[config.mk]
export PLATFORM = sky130hd
export DESIGN_NAME = declination_string_parser_unit
export DESIGN_NICKNAME = d
export VERILOG_FILES = /design/src/hw/rtl/dsp_pkg.sv /design/src/hw/rtl/declination_string_parser_unit.sv /design/src/hw/rtl/dsp_input_stage.sv /design/src/hw/rtl/dsp_parse_core.sv
export SDC_FILE = /design/constraint.sdc
export NUM_CORES = 1
export LEC_CHECK = 0
export ABC_AREA = 1
export BUFFER_PORTS_ARGS = -buffer_cell sky130_fd_sc_hd__buf_2
export CAP_MARGIN = 30
export CELL_PAD_IN_SITES_DETAIL_PLACEMENT = 1
export CELL_PAD_IN_SITES_GLOBAL_PLACEMENT = 2
export CORE_MARGIN = 1.5
export CORE_UTILIZATION = 35
export CTS_CLUSTER_SIZE = 40
export DETAILED_ROUTE_END_ITERATION = 10
export PLACE_DENSITY_LB_ADDON = 0.1
export REMOVE_ABC_BUFFERS = 1
export SYNTH_ARGS = -nofsm -noshare
export SYNTH_HDL_FRONTEND = slang
export SYNTH_SLANG_ARGS = --single-unit
[constraint.sdc]
create_clock -name clock -period 3.7 [get_ports clock]
set_input_delay 0.37 -clock clock [delete_from_list [all_inputs] [get_ports clock]]
set_output_delay 0.37 -clock clock [all_outputs]
set_load 0.01 [all_outputs]
[src/hw/rtl/dsp_pkg.sv]
// Shared types, character constants and digit helpers for the declination
// string parser. No dependencies.
package dsp_pkg;

   // Parse phase of the current string
   typedef enum logic [2:0] {
      PH_SIGN = 3'd0,
      PH_DEG1 = 3'd1,
      PH_DEG2 = 3'd2,
      PH_STAR = 3'd3,
      PH_MIN  = 3'd4,
      PH_SEC  = 3'd5
   } phase_type;

   // Result status codes
   typedef enum logic [1:0] {
      ST_OK     = 2'd0,
      ST_FORMAT = 2'd1,
      ST_RANGE  = 2'd2
   } status_type;

   // ASCII codes
   localparam logic [7:0] CH_PLUS  = 8'h2B;
   localparam logic [7:0] CH_MINUS = 8'h2D;
   localparam logic [7:0] CH_STAR  = 8'h2A;
   localparam logic [7:0] CH_COLON = 8'h3A;
   localparam logic [7:0] CH_APOS  = 8'h27;
   localparam logic [7:0] CH_ZERO  = 8'h30;
   localparam logic [7:0] CH_NINE  = 8'h39;

   // Accumulator limits
   localparam logic [6:0] ACC_MAX = 7'd127;
   localparam logic [6:0] DEG_MAX = 7'd90;
   localparam logic [6:0] SEXA    = 7'd60;

   // One input word
   typedef struct packed {
      logic [7:0] char_code;
      logic       has_char;
      logic       last;
   } item_type;

   // One result word
   typedef struct packed {
      status_type status;
      logic       negative;
      logic [6:0] deg;
      logic [5:0] arcmin;
      logic [5:0] arcsec;
   } result_type;

   function automatic logic is_digit(input logic [7:0] c);
      return (c inside {[CH_ZERO:CH_NINE]});
   endfunction

   // acc * 10 + digit, saturating at 127; c must be an ASCII digit
   function automatic logic [6:0] acc_push(input logic [6:0] acc, input logic [7:0] c);
      logic [10:0] v;
      v = ({4'b0, acc} << 3) + ({4'b0, acc} << 1) + {7'b0, c[3:0]};
      return (v > {4'b0, ACC_MAX}) ? ACC_MAX : v[6:0];
   endfunction

   // Digit counter, saturating at 3
   function automatic logic [1:0] count_up(input logic [1:0] n);
      return (n == 2'd3) ? 2'd3 : n + 2'd1;
   endfunction

endpackage

[src/hw/rtl/declination_string_parser_unit.sv]
// Declination string parser, top level. Use:
//  - req_ channel: one word per character (char_code, has_char, last);
//    a word with has_char low and last high closes a string with no
//    further character. Accepted when req_valid is high and req_stall low.
//  - rsp_ channel: one result word per string, when its last word has gone
//    through: status, negative, deg_out, arcmin_out, arcsec_out. Fields
//    other than status read zero unless status is ok.
//  - csr_ channel: csr_high_precision selects sDD*MM:SS (1) or sDD*MM (0);
//    csr_ready is always high. Write it only between strings; the value
//    is sampled at the first character of each string.
// Throughput is one word per cycle while rsp_stall holds no result: each
// character is checked by one pass of logic between the input register
// and the parse state. A result is presented once its last word has gone
// through the input register and then loaded into the result register.
// Reset clears the parse state, empties both registers and sets high
// precision. While rsp_stall holds a result, one more word is still taken
// into the input register; req_stall rises only once that is full too.
// Depends on dsp_pkg, dsp_input_stage and dsp_parse_core.
module declination_string_parser_unit (
   input  logic       clock,
   input  logic       reset,
   input  logic       req_valid,
   output logic       req_stall,
   input  logic [7:0] req_char_code,
   input  logic       req_has_char,
   input  logic       req_last,
   input  logic       csr_valid,
   output logic       csr_ready,
   input  logic       csr_high_precision,
   output logic       rsp_valid,
   input  logic       rsp_stall,
   output logic [1:0] rsp_status,
   output logic       rsp_negative,
   output logic [6:0] rsp_deg_out,
   output logic [5:0] rsp_arcmin_out,
   output logic [5:0] rsp_arcsec_out
);
   import dsp_pkg::*;

   logic       hp_ff;
   logic       rsp_valid_ff, rsp_valid_in;
   result_type rsp_ff;
   item_type   req_item;
   item_type   item;
   logic       item_fire;
   logic       advance;
   logic       res_valid;
   result_type res;

   assign req_item.char_code = req_char_code;
   assign req_item.has_char  = req_has_char;
   assign req_item.last      = req_last;

   // Pipeline moves when the result register is empty or being taken
   assign advance = ~rsp_valid_ff | ~rsp_stall;

   dsp_input_stage u_input (
      .clock     (clock),
      .reset     (reset),
      .req_valid (req_valid),
      .req_stall (req_stall),
      .req_item  (req_item),
      .advance   (advance),
      .item_fire (item_fire),
      .item      (item)
   );

   dsp_parse_core u_core (
      .clock          (clock),
      .reset          (reset),
      .high_precision (hp_ff),
      .item_fire      (item_fire),
      .item           (item),
      .res_valid      (res_valid),
      .res            (res)
   );

   // Mode register
   assign csr_ready = 1'b1;

   always_ff @(posedge clock) begin
      if (reset) begin
         hp_ff <= 1'b1;
      end else if (csr_valid && csr_ready) begin
         hp_ff <= csr_high_precision;
      end
   end

   // Result register
   always_comb begin
      rsp_valid_in = rsp_valid_ff;
      if (advance) begin
         rsp_valid_in = res_valid;
      end
   end

   always_ff @(posedge clock) begin
      if (reset) begin
         rsp_valid_ff <= 1'b0;
      end else begin
         rsp_valid_ff <= rsp_valid_in;
      end
   end

   always_ff @(posedge clock) begin
      if (advance && res_valid) begin
         rsp_ff <= res;
      end
   end

   assign rsp_valid      = rsp_valid_ff;
   assign rsp_status     = rsp_ff.status;
   assign rsp_negative   = rsp_ff.negative;
   assign rsp_deg_out    = rsp_ff.deg;
   assign rsp_arcmin_out = rsp_ff.arcmin;
   assign rsp_arcsec_out = rsp_ff.arcsec;

endmodule

[src/hw/rtl/dsp_input_stage.sv]
// Input register of the declination string parser: holds one word and
// drives req_stall. Depends on dsp_pkg.
module dsp_input_stage (
   input  logic              clock,
   input  logic              reset,
   input  logic              req_valid,
   output logic              req_stall,
   input  dsp_pkg::item_type req_item,
   input  logic              advance,
   output logic              item_fire,
   output dsp_pkg::item_type item
);
   import dsp_pkg::*;

   logic     valid_ff, valid_in;
   item_type item_ff;
   logic     load;

   // Stall only when a word is held and cannot move on
   assign req_stall = valid_ff & ~advance;
   assign load      = req_valid & ~req_stall;
   assign item_fire = valid_ff & advance;
   assign item      = item_ff;

   always_comb begin
      valid_in = valid_ff;
      if (load) begin
         valid_in = 1'b1;
      end else if (advance) begin
         valid_in = 1'b0;
      end
   end

   always_ff @(posedge clock) begin
      if (reset) begin
         valid_ff <= 1'b0;
      end else begin
         valid_ff <= valid_in;
      end
   end

   // Payload, no reset
   always_ff @(posedge clock) begin
      if (load) begin
         item_ff <= req_item;
      end
   end

endmodule

[src/hw/rtl/dsp_parse_core.sv]
// Per-string parse state and the per-character checks; forms the result
// word when the last word of a string goes through. Depends on dsp_pkg.
module dsp_parse_core (
   input  logic                clock,
   input  logic                reset,
   input  logic                high_precision,
   input  logic                item_fire,
   input  dsp_pkg::item_type   item,
   output logic                res_valid,
   output dsp_pkg::result_type res
);
   import dsp_pkg::*;

   logic       started_ff, started_in;
   logic       mode_ff, mode_in;
   phase_type  phase_ff, phase_in;
   logic       sign_ff, sign_in;
   logic [6:0] deg_ff, deg_in;
   logic [6:0] min_ff, min_in;
   logic [1:0] mdig_ff, mdig_in;
   logic [6:0] sec_ff, sec_in;
   logic [1:0] sdig_ff, sdig_in;
   status_type err_ff, err_in;

   logic       mode_eff;
   status_type st;
   logic [7:0] c;

   assign c         = item.char_code;
   // Mode is taken from the register at the first character of a string
   assign mode_eff  = started_ff ? mode_ff : high_precision;
   assign res_valid = item_fire & item.last;

   // Character update, final status, then clear at end of string
   always_comb begin
      started_in = started_ff;
      mode_in    = mode_ff;
      phase_in   = phase_ff;
      sign_in    = sign_ff;
      deg_in     = deg_ff;
      min_in     = min_ff;
      mdig_in    = mdig_ff;
      sec_in     = sec_ff;
      sdig_in    = sdig_ff;
      err_in     = err_ff;
      st         = ST_FORMAT;
      res        = '0;

      if (item_fire && item.has_char) begin
         started_in = 1'b1;
         mode_in    = mode_eff;
         if (err_ff == ST_OK) begin
            case (phase_ff)
               PH_SIGN: begin
                  if (c == CH_PLUS || c == CH_MINUS) begin
                     sign_in  = (c == CH_MINUS);
                     phase_in = PH_DEG1;
                  end else begin
                     err_in = ST_FORMAT;
                  end
               end
               PH_DEG1, PH_DEG2: begin
                  if (is_digit(c)) begin
                     deg_in   = acc_push(deg_ff, c);
                     phase_in = (phase_ff == PH_DEG1) ? PH_DEG2 : PH_STAR;
                  end else begin
                     err_in = ST_FORMAT;
                  end
               end
               PH_STAR: begin
                  if (c != CH_STAR) begin
                     err_in = ST_FORMAT;
                  end else if (deg_ff > DEG_MAX) begin
                     err_in = ST_RANGE;
                  end else begin
                     phase_in = PH_MIN;
                  end
               end
               PH_MIN: begin
                  if (mode_eff && (c == CH_COLON || c == CH_APOS)) begin
                     if (mdig_ff == 2'd0) begin
                        err_in = ST_FORMAT;
                     end else if (min_ff >= SEXA) begin
                        err_in = ST_RANGE;
                     end else begin
                        phase_in = PH_SEC;
                     end
                  end else if (is_digit(c)) begin
                     min_in  = acc_push(min_ff, c);
                     mdig_in = count_up(mdig_ff);
                  end else begin
                     err_in = ST_FORMAT;
                  end
               end
               PH_SEC: begin
                  sdig_in = count_up(sdig_ff);
                  if (is_digit(c)) begin
                     sec_in = acc_push(sec_ff, c);
                  end else begin
                     err_in = ST_FORMAT;
                  end
               end
               default: begin
                  err_in = ST_FORMAT;
               end
            endcase
         end
      end

      // End-of-string checks, in order
      if (err_in != ST_OK) begin
         st = err_in;
      end else if (phase_in == PH_MIN) begin
         if (mode_in || mdig_in != 2'd2) begin
            st = ST_FORMAT;
         end else if (min_in >= SEXA) begin
            st = ST_RANGE;
         end else if (deg_in == DEG_MAX && min_in != 7'd0) begin
            st = ST_RANGE;
         end else begin
            st = ST_OK;
         end
      end else if (phase_in == PH_SEC) begin
         if (sdig_in != 2'd2) begin
            st = ST_FORMAT;
         end else if (sec_in >= SEXA) begin
            st = ST_RANGE;
         end else if (deg_in == DEG_MAX && (min_in != 7'd0 || sec_in != 7'd0)) begin
            st = ST_RANGE;
         end else begin
            st = ST_OK;
         end
      end

      res.status = st;
      if (st == ST_OK) begin
         res.negative = sign_in;
         res.deg      = deg_in;
         res.arcmin   = min_in[5:0];
         res.arcsec   = (phase_in == PH_SEC) ? sec_in[5:0] : 6'd0;
      end

      // Ready for a new string after every result
      if (item_fire && item.last) begin
         started_in = 1'b0;
         mode_in    = 1'b1;
         phase_in   = PH_SIGN;
         sign_in    = 1'b0;
         deg_in     = 7'd0;
         min_in     = 7'd0;
         mdig_in    = 2'd0;
         sec_in     = 7'd0;
         sdig_in    = 2'd0;
         err_in     = ST_OK;
      end
   end

   always_ff @(posedge clock) begin
      if (reset) begin
         started_ff <= 1'b0;
         mode_ff    <= 1'b1;
         phase_ff   <= PH_SIGN;
         sign_ff    <= 1'b0;
         deg_ff     <= 7'd0;
         min_ff     <= 7'd0;
         mdig_ff    <= 2'd0;
         sec_ff     <= 7'd0;
         sdig_ff    <= 2'd0;
         err_ff     <= ST_OK;
      end else begin
         started_ff <= started_in;
         mode_ff    <= mode_in;
         phase_ff   <= phase_in;
         sign_ff    <= sign_in;
         deg_ff     <= deg_in;
         min_ff     <= min_in;
         mdig_ff    <= mdig_in;
         sec_ff     <= sec_in;
         sdig_ff    <= sdig_in;
         err_ff     <= err_in;
      end
   end

endmodule

# Word-level counts from Yosys, hierarchy flattened
# Cells that the tools add are included.
# totals
in_bits	16
reg_bits	68
word_cells	151
output_inout_bits	25
# classes
mux	64
addsub	8
n_eq_ne	17
bitwise_logic	9
n_lt_le_gt_ge	9
n_reduce_logical	23
# op_table
operator	n
$mux W7	16
$mux W2	28
$add A10 B8 Y11	3
$add A11 B4 Y11	3
$gt A11 B7 Y1 const B	3
$eq A8 B6 Y1 const B	4
$mux W3	9
$ge A7 B6 Y1 const B	3
$reduce_bool A7 Y1	2
$eq A3 B3 Y1 const B	4
$pmux W3 S4	1
$mux W1	9
$ge A8 B6 Y1 const B	1
$le A8 B6 Y1 const B	1
$ne A8 B6 Y1 const B	1
$pmux W2 S4	1
$eq A7 B7 Y1 const B	1
$gt A7 B7 Y1 const B	1
$logic_and A1 B1 Y1	7
$eq A3 B2 Y1 const B	2
$logic_not A2 Y1	3
$add A2 B1 Y2 const B	2
$and A1 B1 Y1	4
$eq A2 B2 Y1 const B	2
10 further kinds	19

# Logic depth before layout (Yosys ltp)
# logic_depth
depth_word	20
depth_mapped	25
mapped_depth_nobuf	24

# Modules after synthesis
# From an unflattened synthesis, not the netlist that was laid out.
# unflattened
cells_unflattened	635
area_unflattened_um2	4729.5
# by_module_without_submodules
module	area_each_um2	instances	cells_per_inst	seq_area_each_um2
dsp_parse_core	3617.2	1	581	660.6
declination_string_parser_unit	755.7	1	35	700.7
dsp_input_stage	356.6	1	19	320.3

# Worst setup path after synthesis
# Ideal clock, no wire load.
# synth_path
path_kind	reg-to-reg
from	register u_input.item_ff (netlist bit u_input.item[5])
to	register rsp_ff (netlist bit rsp_arcmin_out[4]) (data pin)
synth_period_minus_slack_ns	3.351
required_ns	3.561
setup_slack_ns	0.349
n_path_buf	1
path_stages_with_launch	21
setup_time_ns	0.139
t_arrival_ns	3.212
cell_sequence	edfxtp_1 -> inv_1 -> fa_1 -> inv_1 -> fa_1 -> nand3_1 -> nand3_1 -> o21ai_1 -> nand2_1 -> o21ai_1 -> nand3_1 -> nor2_1 -> nand2_1 -> nand2_1 -> nand2_1 -> nand2_1 -> nand2_1 -> nand2_2 -> nand3_4 -> buf_6 -> nor2_1
# synth_between
elab_chain_cells	18
elab_cells_between_ends	75
classes_between	add/sub (3); order compare (7); eq/ne (9); mux (44); reduce/logical (12)
# synth_lines
item	line_no	text
start, declared	dsp_input_stage.sv:16	item_type item_ff;
start signal, assigned	dsp_input_stage.sv:45	item_ff <= req_item;
$add A11 B4 Y11	dsp_pkg.sv:59	v = ({4'b0, acc} << 3) + ({4'b0, acc} << 1) + {7'b0, c[3:0]};
$gt A11 B7 Y1	dsp_pkg.sv:60	return (v > {4'b0, ACC_MAX}) ? ACC_MAX : v[6:0];
$mux W7	dsp_pkg.sv:60	
$mux W7	dsp_parse_core.sv:88	end else if (is_digit(c)) begin
$mux W7	dsp_parse_core.sv:80	if (mode_eff && (c == CH_COLON || c == CH_APOS)) begin
$mux W7	dsp_parse_core.sv:53	case (phase_ff)
$mux W7	dsp_parse_core.sv:52	if (err_ff == ST_OK) begin
$mux W7	dsp_parse_core.sv:49	if (item_fire && item.has_char) begin
[... 2 more ...]	-	
$logic_and A1 B1 Y1	dsp_parse_core.sv:128	end else if (deg_in == DEG_MAX && (min_in != 7'd0 || sec_in != 7'd0)) begin
$mux W2	dsp_parse_core.sv:128	
$mux W2	dsp_parse_core.sv:126	end else if (sec_in >= SEXA) begin
$mux W2	dsp_parse_core.sv:124	if (sdig_in != 2'd2) begin
$mux W2	dsp_parse_core.sv:123	end else if (phase_in == PH_SEC) begin
$mux W2	dsp_parse_core.sv:113	end else if (phase_in == PH_MIN) begin
$mux W2	dsp_parse_core.sv:111	if (err_in != ST_OK) begin
$logic_not A2 Y1	dsp_parse_core.sv:136	if (st == ST_OK) begin
end signal, assigned	declination_string_parser_unit.sv:107	rsp_ff <= res;
end, declared	declination_string_parser_unit.sv:42	result_type rsp_ff;
# Parallel ways exist; a longest one is shown, timed or not.
# A chain may end at the register's enable or synchronous reset.

# Worst setup path after layout
# layout_path
from	register u_input.item_ff (netlist bit u_input.item[4])
to	register rsp_ff (netlist bit rsp_deg_out[5]) (data pin)
# The elaborated chain is that of the path after synthesis.

==> flow_summary.toml <==
[run_status]
status = "finished clean"

[logic_synthesis]
yosys_warnings = 0
netlist.area_leader.share_pct = 21.8
synth_area_um2 = 4410
synth.largest_area_cell = "edfxtp_1"
synthCells = 579
syn-mean-instance-area_um2 = 7.61
yosys_most_used_dff = "dfxtp_1"
synthDistinctLibCells = 41
synth_edf_count = 32
async_flop_share_pct = 0
ys_seq_area_share_pct = 38.2
ys_top_cells_by_area = "edfxtp_1 (22%), dfxtp_1 (16%), nand2_1 (12%)"
ys_seq_elements = 68

[global_routing]
antenna_found_initial = 0
grt_max_degree = 33
grt_first_pass_wirelength_um = 19500
overflow = 0
grt_pass1_vias = 3976
grt.total_usage_pct = 19.1

[flow_run]
drv_cap = 0

[final_layout]
antenna_cells = 0
area_growth_syn_to_layout_pct = 23.3
utilization_pct = 44.7
drive_above_1_share_pct = 23.9
nFillCells = 1536
nets = 712
finalNonFillerCells = 822
fin_area_um2 = 5430

[setup_path]
r2r_setup_slack_ps = 230
end_kind = "flip-flop"
cp_max_fo = 7
path_cells = "buf_4 -> ha_1 -> ha_2 -> fa_2 -> nand3_2 -> nand3_2 -> o21ai_2 -> buf_6 -> nand2_2 -> o21ai_2 -> buf_4 -> nor2_1 -> a21boi_2 -> nand2_1 -> nand2_1 -> nand2_2 -> nand2_4 -> nand3_4 -> nor2_2"
r2r_end = "rsp_deg_out[5]$_SDFFCE_PP0P_"
critical_path_required_ps = 3890
critPathKind = "reg2reg"
cpPeakStageDelay_ps = 490
startpoint = "u_input.item[4]$_DFFE_PP_"
r2r.worst_path.cells = 19
cp-start-kind = "flip-flop"
crit_arrival_ps = 3670
rr_startpoint = "u_input.item[4]$_DFFE_PP_"
cp_slowest_cell = "edfxtp_1"

[min_path]
min_from = "req_char_code[1]"
min_path_cells = 1
hold_class = "in2reg"
min_to = "u_input.item[3]$_DFFE_PP_"

[clock_tree]
root_buffer = "clkbuf_16"
cts_hold_buf = 0
cts.sinks = 68
cts_buffers = 9
clock_latency_ps = 330
path_clk_slew_ps = 50
cts_tree = "done"
htreeDepth = 3
max-clock-path-buffers = 2

[detailed_routing]
remaining_drc_errors = 0
wl_um = 11700
wire_per_inst_um = 14.3
ant_nets = 0
viasPerCell = 4.76
drt_iter0_drc = 150
vias = 3913
drtPass1Iterations = 4

[timing]
worst_slew_pin_slew_ps = 890
max_freq_ghz = 0.288
post-route-worst-setup-slack_ps = 226
hold_viol = 0
relSlewSlack_pct = 40.6
hold_slack_ps = 212
skew_ps = 5.88
setup_viol = 0
period_needed_ps = 3470
drv_slew = 0
fin_crit_sh_pct = 93.9

[placement]
hpwl_um = 9370
io_buffers = 39
dp.cells = 803
gp_congestion = 0.834
dp_slack_ps = -117
place_area_um2 = 4960

[die]
dieArea_um2 = 13300
io_pins = 41
die_w_um = 115
rows = 40
core_um2 = 12200
die_h_um = 115
start_util_pct = 36.2

[pwr]
ir_worst_vdd_uv = 254
leakagePower_nw = 2.69
powerDensity_nw_per_um2 = 314
==> synthesized netlist by cell type, types with 2 or more instances <==
cell type  count
nand3_1       36
inv_1         77
a21oi_1       18
nor2_2        12
xor2_1         4
clkbuf_1       3
dfxtp_1       36
nor3_1         6
nand4_1        9
buf_2          2
inv_2          8
or2_2          6
or2_1          7
o21ai_1        6
nand3_4        2
buf_6          2
a21oi_2        3
xnor2_1        2
a21boi_1       2
edfxtp_1      32
nand2_1      146
nor2_4         2
fa_1           6
ha_1          39
o22ai_1        3
nand3_2        2
nor2_1        87
o21ai_0        8
==> worst max-delay path: cells and delay by family (launching register included) <==
kind                     cells  cell delay [ps]
AO/OA/AOI/OAI                3              520
adder cells (fa/ha/maj)      3              880
buffers and inverters        3              480
flip-flops                   1              490
AND/OR/NAND/NOR             10              960
==> registers in the layout (all words and copies together), names as in the netlist, 2 cells and up <==
register	flops
rsp_arcmin_out	6
rsp_arcsec_out	6
rsp_deg_out	7
rsp_status	2
u_core.deg_ff	7
u_core.err_ff	2
u_core.mdig_ff	2
u_core.min_ff	7
u_core.phase_ff	3
u_core.sdig_ff	2
u_core.sec_ff	7
u_input.item	10
==> cell usage in the layout (no fill, tap or decap), drive strengths merged <==
| cell type | n |
|---|---|
| nand4 | 10 |
| nand3b | 1 |
| fa | 6 |
| nor4 | 1 |
| bufinv | 1 |
| nor2 | 102 |
| inv | 85 |
| a21boi | 2 |
| dfxtp | 36 |
| clkinv | 3 |
| conb | 1 |
| edfxtp | 32 |
| nand3 | 41 |
| ha | 39 |
| o31ai | 1 |
| clkbuf | 9 |
| or2 | 14 |
| o2111ai | 1 |
| o21ai | 15 |
| xnor2 | 2 |
| buf | 68 |
| xor2 | 4 |
| clkinvlp | 2 |
| a31oi | 1 |
| a21oi | 21 |
| o22ai | 3 |
| nor3 | 6 |
| nand2 | 147 |
==> cell type report <==
type / instances / area (µm²) / area share, %
clock inverter: 5 / 55.1 / 1.01
sequential: 68 / 1680 / 31.0
tap: 168 / 210 / 3.87
multi-input combinational: 418 / 2510 / 46.1
clock buffer: 9 / 225 / 4.15
inverter: 86 / 324 / 5.97
timing repair buffer: 68 / 429 / 7.90
==> kinds of logic after synthesis <==
kind of cell / count (synthesis) / share of synthesized area, %
and+or+nand+nor: 321 / 32.5
buffers and inverters: 94 / 8.52
xor gates and xnor gates: 6 / 1.19
other: 1 / 0.0851
adders and majority gates: 45 / 13.8
DFF: 68 / 38.2
AOI/OAI and AO/OA: 44 / 5.71
==> worst max path at each step <==
stage                                 endpoint  slack (ps)  depth (start not counted)
2_1_floorplan  rsp_arcmin_out[0]$_SDFFCE_PP0P_         380                         19
3_3_place_gp   rsp_arcmin_out[5]$_SDFFCE_PP0P_          20                         20
3_5_place_dp   rsp_arcmin_out[1]$_SDFFCE_PP0P_        -120                         21
4_1_cts           rsp_deg_out[5]$_SDFFCE_PP0P_          20                         21
5_1_grt           rsp_deg_out[5]$_SDFFCE_PP0P_         -50                         21
6_report          rsp_deg_out[5]$_SDFFCE_PP0P_         230                         19
==> metrics by stage <==
step / power, W / TNS, ps
finish: 0.00171 / 0
floorplan: 0.000862 / 0
global placement: 0.000896 / 0
CTS: 0.00172 / 0
global route: 0.00177 / -153
detailed placement: 0.000899 / -1550
==> what timing repair did <==
item,CTS,global route
endpoints found under the hold margin,0,0
buffers inserted,1,3
setup endpoints to repair,20,21
resized for setup,6,33
cloned,1,0
pin swaps,1,15
==> power breakdown <==
part | internal, W | switching, W
sequential | 0.000800 | 0.00000939
clock | 0.000511 | 0.000309
combinational | 0.0000265 | 0.0000489
==> per-layer routing <==
metal / track usage [%] / wire, µm
met2: 32.2 / 5500
met1: 25.4 / 5800
met5: 0 / 0
met4: 5.93 / 137
met3: 2.90 / 287
(Power assumes the default switching activity.)
